### src/rtl/fevd_pkg.sv
`default_nettype none

package fevd_pkg;

    localparam int SAMPLE_W  = 16;
    localparam int SQ_W      = 31;
    localparam int ENERGY_W  = 43;
    localparam int LEN_W     = 13;
    localparam int THR_W     = 31;
    localparam int RUN_W     = 8;
    localparam int BAR_W     = THR_W + LEN_W;
    localparam int ADDR_W    = 4;
    localparam int DATA_W    = 32;

    localparam logic [LEN_W-1:0] MAX_FRAME     = LEN_W'(4096);
    localparam logic [LEN_W-1:0] LEN_RESET     = LEN_W'(320);
    localparam logic [THR_W-1:0] THR_RESET     = THR_W'(154610);
    localparam logic [RUN_W-1:0] MIN_RUN_RESET = RUN_W'(3);

    typedef enum logic [1:0] {
        REG_FRAME_LENGTH = 2'd0,
        REG_THRESHOLD    = 2'd1,
        REG_MIN_RUN      = 2'd2
    } reg_index_t;

    // one closed frame handed from the accumulator to the judge
    typedef struct packed {
        logic [ENERGY_W-1:0] energy;
        logic [LEN_W-1:0]    count;
        logic                last;
    } frame_t;

endpackage

`default_nettype wire

### src/rtl/frame_energy_voice_detector.sv
// a final sample beat reaches the verdict through the square, frame, bar and verdict output registers
// throughput: one sample beat per cycle, set by the squaring stage and the 43-bit saturating accumulator
// but a beat that closes a frame waits, only while the judge is backed up behind an unclaimed verdict
// reset (rst_n low, async): pipeline, frame, run and detection state cleared,
// registers back to frame length 320, threshold 154610, minimum run 3
`default_nettype none

module frame_energy_voice_detector (
    input  logic                                 clk,
    input  logic                                 rst_n,
    // configuration port
    input  logic                                 psel,
    input  logic                                 penable,
    input  logic                                 pwrite,
    input  logic [fevd_pkg::ADDR_W-1:0]          paddr,
    input  logic [fevd_pkg::DATA_W-1:0]          pwdata,
    output logic [fevd_pkg::DATA_W-1:0]          prdata,
    output logic                                 pready,
    // sample beats
    input  logic signed [fevd_pkg::SAMPLE_W-1:0] sample,
    input  logic                                 final_sample,
    input  logic                                 sample_valid,
    output logic                                 sample_stall,
    // verdict beats
    output logic                                 voice_detected,
    output logic                                 verdict_valid,
    input  logic                                 verdict_stall
);
    import fevd_pkg::*;

    // configuration registers
    logic [LEN_W-1:0]    frame_length_reg;
    logic [THR_W-1:0]    threshold_reg;
    logic [RUN_W-1:0]    min_run_reg;
    logic                cfg_write;
    reg_index_t          reg_index;

    // accumulator to judge
    logic                frame_valid;
    frame_t              frame;
    logic                frame_take;

    // judge stage: energy bar for the closed frame
    logic                bar_valid_reg;
    logic [BAR_W-1:0]    bar_reg;
    logic [ENERGY_W-1:0] bar_energy_reg;
    logic                bar_last_reg;
    logic [BAR_W-1:0]    bar_next;

    // run tracking and verdict output
    logic [RUN_W-1:0]    run_reg;
    logic                flag_reg;
    logic                verdict_valid_reg;
    logic                voice_detected_reg;
    logic [RUN_W-1:0]    need;
    logic                voiced;
    logic [RUN_W-1:0]    run_next;
    logic                flag_next;
    logic                out_free;
    logic                bar_move;
    logic                bar_free;

    // ---------------------------------------------------------------
    // register file, word addressed, one register per 32-bit word
    // ---------------------------------------------------------------
    assign pready    = 1'b1;
    assign cfg_write = psel && penable && pwrite && pready;
    assign reg_index = reg_index_t'(paddr[ADDR_W-1:2]);

    always_ff @(posedge clk or negedge rst_n)
    begin
        if (!rst_n)
        begin
            frame_length_reg <= LEN_RESET;
            threshold_reg    <= THR_RESET;
            min_run_reg      <= MIN_RUN_RESET;
        end
        else if (cfg_write)
        begin
            case (reg_index)
                REG_FRAME_LENGTH: frame_length_reg <= pwdata[LEN_W-1:0];
                REG_THRESHOLD:    threshold_reg    <= pwdata[THR_W-1:0];
                REG_MIN_RUN:      min_run_reg      <= pwdata[RUN_W-1:0];
                default:          ;  // unmapped word, write dropped
            endcase
        end
    end

    always_comb
    begin
        case (reg_index)
            REG_FRAME_LENGTH: prdata = {{(DATA_W-LEN_W){1'b0}}, frame_length_reg};
            REG_THRESHOLD:    prdata = {{(DATA_W-THR_W){1'b0}}, threshold_reg};
            REG_MIN_RUN:      prdata = {{(DATA_W-RUN_W){1'b0}}, min_run_reg};
            default:          prdata = '0;
        endcase
    end

    // ---------------------------------------------------------------
    // squaring and per-frame accumulation
    // ---------------------------------------------------------------
    fevd_frame_acc u_frame_acc (
        .clk          (clk),
        .rst_n        (rst_n),
        .sample       (sample),
        .final_sample (final_sample),
        .sample_valid (sample_valid),
        .sample_stall (sample_stall),
        .frame_length (frame_length_reg),
        .frame_valid  (frame_valid),
        .frame        (frame),
        .frame_take   (frame_take)
    );

    // ---------------------------------------------------------------
    // backpressure: only a final frame needs the output register
    // ---------------------------------------------------------------
    assign out_free   = !verdict_valid_reg || !verdict_stall;
    assign bar_move   = bar_valid_reg && (!bar_last_reg || out_free);
    assign bar_free   = !bar_valid_reg || bar_move;
    assign frame_take = frame_valid && bar_free;

    // threshold times sample count, mean-square test without a divide
    assign bar_next = BAR_W'(threshold_reg) * BAR_W'(frame.count);

    // ---------------------------------------------------------------
    // frame verdict and run counter
    // ---------------------------------------------------------------
    assign need      = (min_run_reg == '0) ? RUN_W'(1) : min_run_reg;
    assign voiced    = {{(BAR_W-ENERGY_W){1'b0}}, bar_energy_reg} >= bar_reg;
    assign flag_next = flag_reg || (run_next >= need);

    always_comb
    begin
        if (!voiced)
        begin
            run_next = '0;
        end
        else if (run_reg == {RUN_W{1'b1}})
        begin
            run_next = run_reg;  // saturate long runs
        end
        else
        begin
            run_next = run_reg + RUN_W'(1);
        end
    end

    always_ff @(posedge clk or negedge rst_n)
    begin
        if (!rst_n)
        begin
            bar_valid_reg     <= 1'b0;
            run_reg           <= '0;
            flag_reg          <= 1'b0;
            verdict_valid_reg <= 1'b0;
        end
        else
        begin
            if (frame_take)
            begin
                bar_valid_reg <= 1'b1;
            end
            else if (bar_move)
            begin
                bar_valid_reg <= 1'b0;
            end

            if (bar_move)
            begin
                if (bar_last_reg)
                begin
                    // end of recording: report and start fresh
                    run_reg  <= '0;
                    flag_reg <= 1'b0;
                end
                else
                begin
                    run_reg  <= run_next;
                    flag_reg <= flag_next;
                end
            end

            if (bar_move && bar_last_reg)
            begin
                verdict_valid_reg <= 1'b1;
            end
            else if (!verdict_stall)
            begin
                verdict_valid_reg <= 1'b0;
            end
        end
    end

    always_ff @(posedge clk)
    begin
        if (frame_take)
        begin
            bar_reg        <= bar_next;
            bar_energy_reg <= frame.energy;
            bar_last_reg   <= frame.last;
        end
        if (bar_move && bar_last_reg)
        begin
            voice_detected_reg <= flag_next;
        end
    end

    assign verdict_valid  = verdict_valid_reg;
    assign voice_detected = voice_detected_reg;

endmodule

`default_nettype wire

### src/rtl/fevd_frame_acc.sv
`default_nettype none

module fevd_frame_acc (
    input  logic                                 clk,
    input  logic                                 rst_n,
    input  logic signed [fevd_pkg::SAMPLE_W-1:0] sample,
    input  logic                                 final_sample,
    input  logic                                 sample_valid,
    output logic                                 sample_stall,
    input  logic [fevd_pkg::LEN_W-1:0]           frame_length,
    output logic                                 frame_valid,
    output fevd_pkg::frame_t                     frame,
    input  logic                                 frame_take
);
    import fevd_pkg::*;

    logic                          sq_valid_reg;
    logic [SQ_W-1:0]               sq_reg;
    logic                          sq_last_reg;
    logic [ENERGY_W-1:0]           energy_reg;
    logic [LEN_W-1:0]              pos_reg;
    logic                          frame_valid_reg;
    frame_t                        frame_reg;

    logic signed [2*SAMPLE_W-1:0]  square;
    logic [SQ_W-1:0]               sq_next;
    logic [LEN_W-1:0]              len_eff;
    logic [ENERGY_W:0]             sum_wide;
    logic [ENERGY_W-1:0]           energy_next;
    logic [LEN_W-1:0]              pos_next;
    logic                          close;
    logic                          frame_free;
    logic                          sq_move;
    logic                          sq_free;
    logic                          accept;

    // square of a 16-bit value never exceeds 2^30
    assign square  = sample * sample;
    assign sq_next = square[SQ_W-1:0];

    always_comb
    begin
        if (frame_length == '0)
        begin
            len_eff = LEN_W'(1);
        end
        else if (frame_length > MAX_FRAME)
        begin
            len_eff = MAX_FRAME;
        end
        else
        begin
            len_eff = frame_length;
        end
    end

    assign sum_wide    = {1'b0, energy_reg} + {{(ENERGY_W-SQ_W+1){1'b0}}, sq_reg};
    assign energy_next = sum_wide[ENERGY_W] ? {ENERGY_W{1'b1}} : sum_wide[ENERGY_W-1:0];
    assign pos_next    = (pos_reg == {LEN_W{1'b1}}) ? pos_reg : pos_reg + LEN_W'(1);
    assign close       = sq_last_reg || (pos_next >= len_eff);

    // a beat that does not close a frame never waits on the judge
    assign frame_free   = !frame_valid_reg || frame_take;
    assign sq_move      = sq_valid_reg && (!close || frame_free);
    assign sq_free      = !sq_valid_reg || sq_move;
    assign sample_stall = !sq_free;
    assign accept       = sample_valid && sq_free;

    always_ff @(posedge clk or negedge rst_n)
    begin
        if (!rst_n)
        begin
            sq_valid_reg    <= 1'b0;
            energy_reg      <= '0;
            pos_reg         <= '0;
            frame_valid_reg <= 1'b0;
        end
        else
        begin
            if (accept)
            begin
                sq_valid_reg <= 1'b1;
            end
            else if (sq_move)
            begin
                sq_valid_reg <= 1'b0;
            end

            if (sq_move)
            begin
                if (close)
                begin
                    energy_reg <= '0;
                    pos_reg    <= '0;
                end
                else
                begin
                    energy_reg <= energy_next;
                    pos_reg    <= pos_next;
                end
            end

            if (sq_move && close)
            begin
                frame_valid_reg <= 1'b1;
            end
            else if (frame_take)
            begin
                frame_valid_reg <= 1'b0;
            end
        end
    end

    always_ff @(posedge clk)
    begin
        if (accept)
        begin
            sq_reg      <= sq_next;
            sq_last_reg <= final_sample;
        end
        if (sq_move && close)
        begin
            frame_reg.energy <= energy_next;
            frame_reg.count  <= pos_next;
            frame_reg.last   <= sq_last_reg;
        end
    end

    assign frame_valid = frame_valid_reg;
    assign frame       = frame_reg;

endmodule

`default_nettype wire

### config.mk
export PLATFORM = sky130hd
export DESIGN_NAME = frame_energy_voice_detector
export DESIGN_NICKNAME = d
export VERILOG_FILES = /design/src/rtl/fevd_pkg.sv /design/src/rtl/frame_energy_voice_detector.sv /design/src/rtl/fevd_frame_acc.sv
export SDC_FILE = /design/constraint.sdc
export NUM_CORES = 2
export LEC_CHECK = 0
export ABC_CLOCK_PERIOD_IN_PS = 8700
export BUFFER_PORTS_ARGS = -buffer_cell sky130_fd_sc_hd__buf_4
export CAP_MARGIN = 5
export CELL_PAD_IN_SITES_DETAIL_PLACEMENT = 0
export CELL_PAD_IN_SITES_GLOBAL_PLACEMENT = 2
export CORE_MARGIN = 5
export CORE_UTILIZATION = 25
export CTS_CLUSTER_DIAMETER = 50
export DETAILED_ROUTE_END_ITERATION = 6
export MAX_ROUTING_LAYER = met4
export PLACE_DENSITY = 0.52
export SETUP_SLACK_MARGIN = 0.02
export SYNTH_ARGS = -nofsm -noshare
export SYNTH_HDL_FRONTEND = slang
export SYNTH_SLANG_ARGS = --single-unit
### constraint.sdc
create_clock -name clk -period 8.7 [get_ports clk]
set_input_delay 1.305 -clock clk [delete_from_list [all_inputs] [get_ports clk]]
set_output_delay 1.305 -clock clk [all_outputs]
set_load 0.05 [all_outputs]
---- Word-level counts from Yosys, hierarchy flattened ----
Cells that the tools add are included.
operators by class
  $add $sub $neg .......................... 3
  multiply operators ...................... 2
  $lt $le $gt $ge ......................... 4
  eq/ne operators ......................... 5
  multiplexer cells ....................... 20
  reduce and logical (&&, ||, !) cells .... 33
operator list
  kind                                                                    number
  31-bit one-hot mux with 3 select lines                                  1
  43-bit 2-to-1 mux                                                       2
  13-bit 2-to-1 mux                                                       4
  43-bit by 31-bit adder with 44-bit output                               1
  43-bit by 44-bit greater-or-equal comparator with 1-bit output          1
  31-bit by 13-bit multiplier with 44-bit output                          1
  8-bit 2-to-1 mux                                                        4
  16-bit by 16-bit multiplier with 31-bit output                          1
  13-bit by 1-bit adder with 13-bit output (second input constant)        1
  13-bit equality test (second input constant)                            1
  13-bit greater-or-equal comparator                                      1
  13-bit > comparator (second input constant)                             1
  13-bit logical NOT                                                      1
  1-bit 2-to-1 mux                                                        9
  8-bit by 1-bit adder with 8-bit output (second input constant)          1
  8-bit equality test (second input constant)                             1
  8-bit greater-or-equal comparator                                       1
  1-bit logical AND                                                       8
  1-bit logical NOT                                                       8
  8-bit logical NOT                                                       1
  1-bit logical OR                                                        8
  2-bit AND reduction                                                     3
  2-bit nonzero test                                                      3
  2-bit by 1-bit equality test with 1-bit output (second input constant)  1
  other kinds (3)                                                         3
word-level totals
  flip-flop bits (word level) ............. 299
  bits of input ports ..................... 60
  output and inout bits ................... 36
  word-level logic and storage cells ...... 87

---- Logic depth before layout (Yosys ltp) ----
  depth after elaboration ................. 12
  gate-level depth with buffers ........... 25
  gate-level depth less buffers ........... 25

---- Hierarchy ----
From an unflattened synthesis, not the netlist that was laid out.
unflattened totals
  cell total of the unflattened synthesis .. 3708
  area total of the unflattened synthesis .. 36088.4 um2
by module, submodules not included
  module                       times used  cells an instance  area each (um2)  seq. area each (um2)
  frame_energy_voice_detector  1           2037               19706.4          4267.8
  fevd_frame_acc               1           1671               16382.0          4093.9

---- Worst setup path after synthesis ----
OpenSTA, ideal clock, no wires.
  path type ............................... input port to flip-flop
  start ................................... input port sample[5] (netlist name)
  end ..................................... register u_frame_acc.sq_reg[30], data pin
  library setup time ...................... 260 ps
  arrival time ............................ 6956 ps
  data required time ...................... 8440 ps
  slack ................................... 1484 ps
  cell stages on the path ................. 22
  buffers on the path ..................... 2
  cells stage by stage .................... clkbuf_1 clkbuf_1 nand2_1 fa_1 fa_1 fa_1 inv_1 fa_1 fa_1 inv_1 fa_1 inv_1 ha_1 a21oi_1 o21bai_1 a21o_1 and2_1 a311o_1 a21oi_1 o21ai_0 o41a_1 xnor2_1
on the way
  word-level cells in the longest chain between the ends .. 1
ends and longest elaborated chain
  what                                            RTL line                           RTL
  from (decl)                                     frame_energy_voice_detector.sv:20  input logic signed [fevd_pkg::SAMPLE_W-1:0] sample,
  16-bit by 16-bit multiplier with 31-bit output  fevd_frame_acc.sv:38               assign square = sample * sample;
  named net u_frame_acc.square[30]                fevd_frame_acc.sv:25               logic signed [2*SAMPLE_W-1:0] square;
  to (signal assigned)                            fevd_frame_acc.sv:118              sq_reg <= sq_next;
  to (decl)                                       fevd_frame_acc.sv:18               logic [SQ_W-1:0] sq_reg;
The timed path passes the listed nets, and every way through them passes these cells.
A chain may end at the register's enable or synchronous reset.

---- Final worst setup path ----
  start ................................... register u_frame_acc.frame_reg, in the netlist u_frame_acc.frame[2]
  end ..................................... register bar_reg[33], data pin
on the way
  word-level cells in the longest chain between the ends .. 1
ends and longest elaborated chain
  what                                            RTL line                            RTL
  from (decl)                                     fevd_frame_acc.sv:23                frame_t frame_reg;
  31-bit by 13-bit multiplier with 44-bit output  frame_energy_voice_detector.sv:124  assign bar_next = BAR_W'(threshold_reg) * BAR_W'(frame.count);
  named net bar_next[33]                          frame_energy_voice_detector.sv:48   logic [BAR_W-1:0] bar_next;
  to (signal assigned)                            frame_energy_voice_detector.sv:199  bar_reg <= bar_next;
  to (decl)                                       frame_energy_voice_detector.sv:45   logic [BAR_W-1:0] bar_reg;
The timed path passes the listed nets, and every way through them passes these cells.

==> results.toml <==
[worst_hold_path]
holdCritPathClass = "reg -> reg"
holdPathEnd = "bar_energy_reg[29]"
holdPathStages = 0
hold_path_startpoint = "u_frame_acc.frame[43]"

[worst_setup_path]
r2r_slack_ns = 1.39
critical-path-slowest-cell = "edfxtp_1"
critical_path_arrival_ns = 7.66
worstPathCellList = "buf_4, and2_1, fa_1, inv_1, fa_1, inv_1, fa_1, inv_1, fa_1, fa_1, inv_1, ha_1, a21oi_1, o211ai_1, a41o_1, a22oi_1, o21bai_1, a21oi_1, o21ai_0, a221oi_1, o21bai_1, xor2_1"
worstRegToRegCells = 22
critical_path.max_stage_delay_ns = 0.69
required_ns = 9.05
critical_path.endpoint_type = "flop"
number_of_buffers_and_inverters_on_the_critical_path = 5
critical_path.top_delay_family = "adder cells"
path_common_cell = "fa_1"
worstReg2RegStart = "u_frame_acc.frame[2]"
critical_path_peak_fanout = 17
r2r-end = "bar_reg[33]"
crit_type = "reg -> reg"
kind_of_start_point_of_the_critical_path = "flop"

[synth]
synth_seq_area_share = 0.235
synth_top_family_by_area = "adder cells"
ys.warnings.count = 0
yosysMostFrequentCell = "inv_1"
post_synth_inst_count = 3602
synthXorXnorAreaFrac = 0.0317
syn_avg_cell_area_sq_um = 9.89
synth_seq_cells = 298
synth.mux.area_fraction = 0.0213
synth_top_cell_area_share = 0.308
synth_simple_gate_area_frac = 0.128
number_of_enable_flip_flop_cells_after_synthesis = 177
yosys-top-cells-count = "inv_1 (752), fa_1 (548), nand2_1 (438)"
netlist_top_cells_area = "fa_1 (31%), edfxtp_1 (15%), ha_1 (9.6%), inv_1 (7.9%), dfrtp_1 (7.4%)"
synth.cell_area_sq_um = 35600
synth-adder-area-share = 0.404
netlist.top_cell.by_area = "fa_1"
synth_area_in_compound_gates = 0.0848
post_synth_num_cell_types = 85
synth_nets = 4483
async_flop_share = 0.406
synth_ff_type = "edfxtp_1"

[flow_run]
cap_violations = 0

[timing]
report.final.setup_viol = 0
finalHoldViolations = 0
max_slew.worst_pin.slew_ns = 1.12
timing.max_slew.rel_slack = 0.251
period_minus_slack_ns = 7.31
report.final.slew_viol_count = 0
final_min_period_over_clock_period = 0.841
finalSetupTns_ns = 0
finalHoldWorstSlack_ns = 0.415
finalClockSkew_ns = 0.0486
grt_setup_unrepaired = "false"
max_freq_ghz = 0.137

[drt]
detailedRoute.firstPassIterationCount = 4
postRouteWirelength_um = 99500
detail_route.iter0.violations = 930
detail_route.drc_violations = 0
vias = 23638
detail-route-antenna-nets = 0
drt-wirelength-per-cell_um = 17.8
route.detailed.vias_per_inst = 4.23

[placed_design]
post-place-cells = 5484
dp_hpwl_um = 80500
count_of_input_and_output_buffers = 90
final_replace_weighted_congestion = 0.752

[finish]
area.sequential_sq_um = 8360
finalNetCount = 4533
instances_no_fill = 5590
num_antenna_cells = 0
fill_cells = 15042
final_layout_size_suffix_gt1_frac = 0.0930
synthToLayoutAreaGrowth_pct = 13.1
largest_register_ff_count = 57
multi_input_comb_area_sq_um = 23900
layout.core_utilization = 0.284

[cts]
cts_hold_buf = 0
tritoncts = "done"
cts_made_buffers = 56
postCtsResizedCells = 0
clock_latency_of_the_later_clocked_register_in_the_worst_skew_pair_ns = 0.64
cts_root_buf = "clkbuf_16"
post-cts-setup-buffer-count = 0
clock_sinks = 298
cts_htree_levels = 2
path_clk_slew_ns = 0.06
cts_max_path_buffers = 3

[global_routing]
grt_first_pass_wirelength_um = 160000
gr-usage-all-layers = 0.139
grt_pass1_vias = 26535
grt_start_max_net_pins = 70
antenna_violations_before_repair = 0
overflow = 0

[floorplanning]
i_o_pin_count = 96
fp.dieArea_sq_um = 150000
core_region_area_sq_um = 142000
die_x_um = 387
start_util = 0.252
die_y_um = 387
row_count = 138

[outcome]
outcome = "complete, no violations"
[worst max path at each step]
stage          cells past startpoint  slack, ns                      to                 start
2_1_floorplan                     22       1.48  u_frame_acc.sq_reg[30]             sample[5]
3_3_place_gp                      23       0.70  u_frame_acc.sq_reg[30]             sample[3]
3_5_place_dp                      23       0.72  u_frame_acc.sq_reg[30]             sample[3]
4_1_cts                           19       1.36             bar_reg[43]  u_frame_acc.frame[5]
5_1_grt                           22       1.11             bar_reg[43]  u_frame_acc.frame[8]
6_report                          22       1.39             bar_reg[33]  u_frame_acc.frame[2]
[placed cells by master (no fill, tap or decap), drive strengths merged, types with 15 or more instances in the layout]
| cell | n |
|---|---|
| buf | 122 |
| xnor2 | 89 |
| nor3 | 26 |
| inv | 772 |
| xor2 | 40 |
| edfxtp | 177 |
| a21oi | 113 |
| dfrtp | 106 |
| nand2b | 19 |
| a22o | 40 |
| and2 | 215 |
| ha | 273 |
| clkbuf | 60 |
| nand3 | 38 |
| mux2i | 15 |
| and3 | 32 |
| mux2 | 54 |
| clkinv | 18 |
| o21ai | 84 |
| fa | 548 |
| a31oi | 18 |
| nor2 | 120 |
| nand4 | 15 |
| nor2b | 24 |
| o21a | 21 |
| a21o | 69 |
| nand2 | 442 |
| dfstp | 15 |
[area by class of cell]
class,count,share of cell area
clock buffer,60,0.0362
clock inverter,46,0.0109
inverter,752,0.0701
multi-input combinational,2422,0.594
sequential,298,0.208
tap,1890,0.0587
timing repair buffer,122,0.0228
[cell families after synthesis]
| kind of cell | count (synthesis) |
|---|---|
| AOI/OAI and AO/OA | 440 |
| xor gates and xnor gates | 129 |
| adders and majority gates | 821 |
| buffers and inverters | 882 |
| DFF | 298 |
| muxes | 69 |
| other | 2 |
| and+or+nand+nor | 961 |
[worst reg2reg max path: stages, from the launching register on]
cell,delay (ns)
edfxtp_1,0.69
buf_4,0.35
and2_1,0.19
fa_1,0.53
inv_1,0.05
fa_1,0.49
inv_1,0.06
fa_1,0.50
inv_1,0.06
fa_1,0.50
fa_1,0.50
inv_1,0.04
ha_1,0.33
a21oi_1,0.25
o211ai_1,0.17
a41o_1,0.31
a22oi_1,0.50
o21bai_1,0.26
a21oi_1,0.24
o21ai_0,0.16
a221oi_1,0.33
o21bai_1,0.12
xor2_1,0.40
[through the flow]
step           cell area (sq um)  setup slack [ns]
2_1_floorplan              35600              1.48
3_3_place_gp               38400             0.699
3_5_place_dp               38400             0.715
4_1_cts                    40300              1.36
5_1_grt                    40300              1.11
6_report                   40300              1.39
[metal layers]
layer,GRT usage,part of all wire,vias to the layer above
li1,-,-,11440
met1,0.196,0.51,11883
met2,0.222,0.46,227
met3,0.00969,0.019,88
met4,0.0257,0.016,0
met5,-,0,-
Power is not shown: default switching activity piles up to over one toggle a cycle in this logic, so the estimate is an artifact.
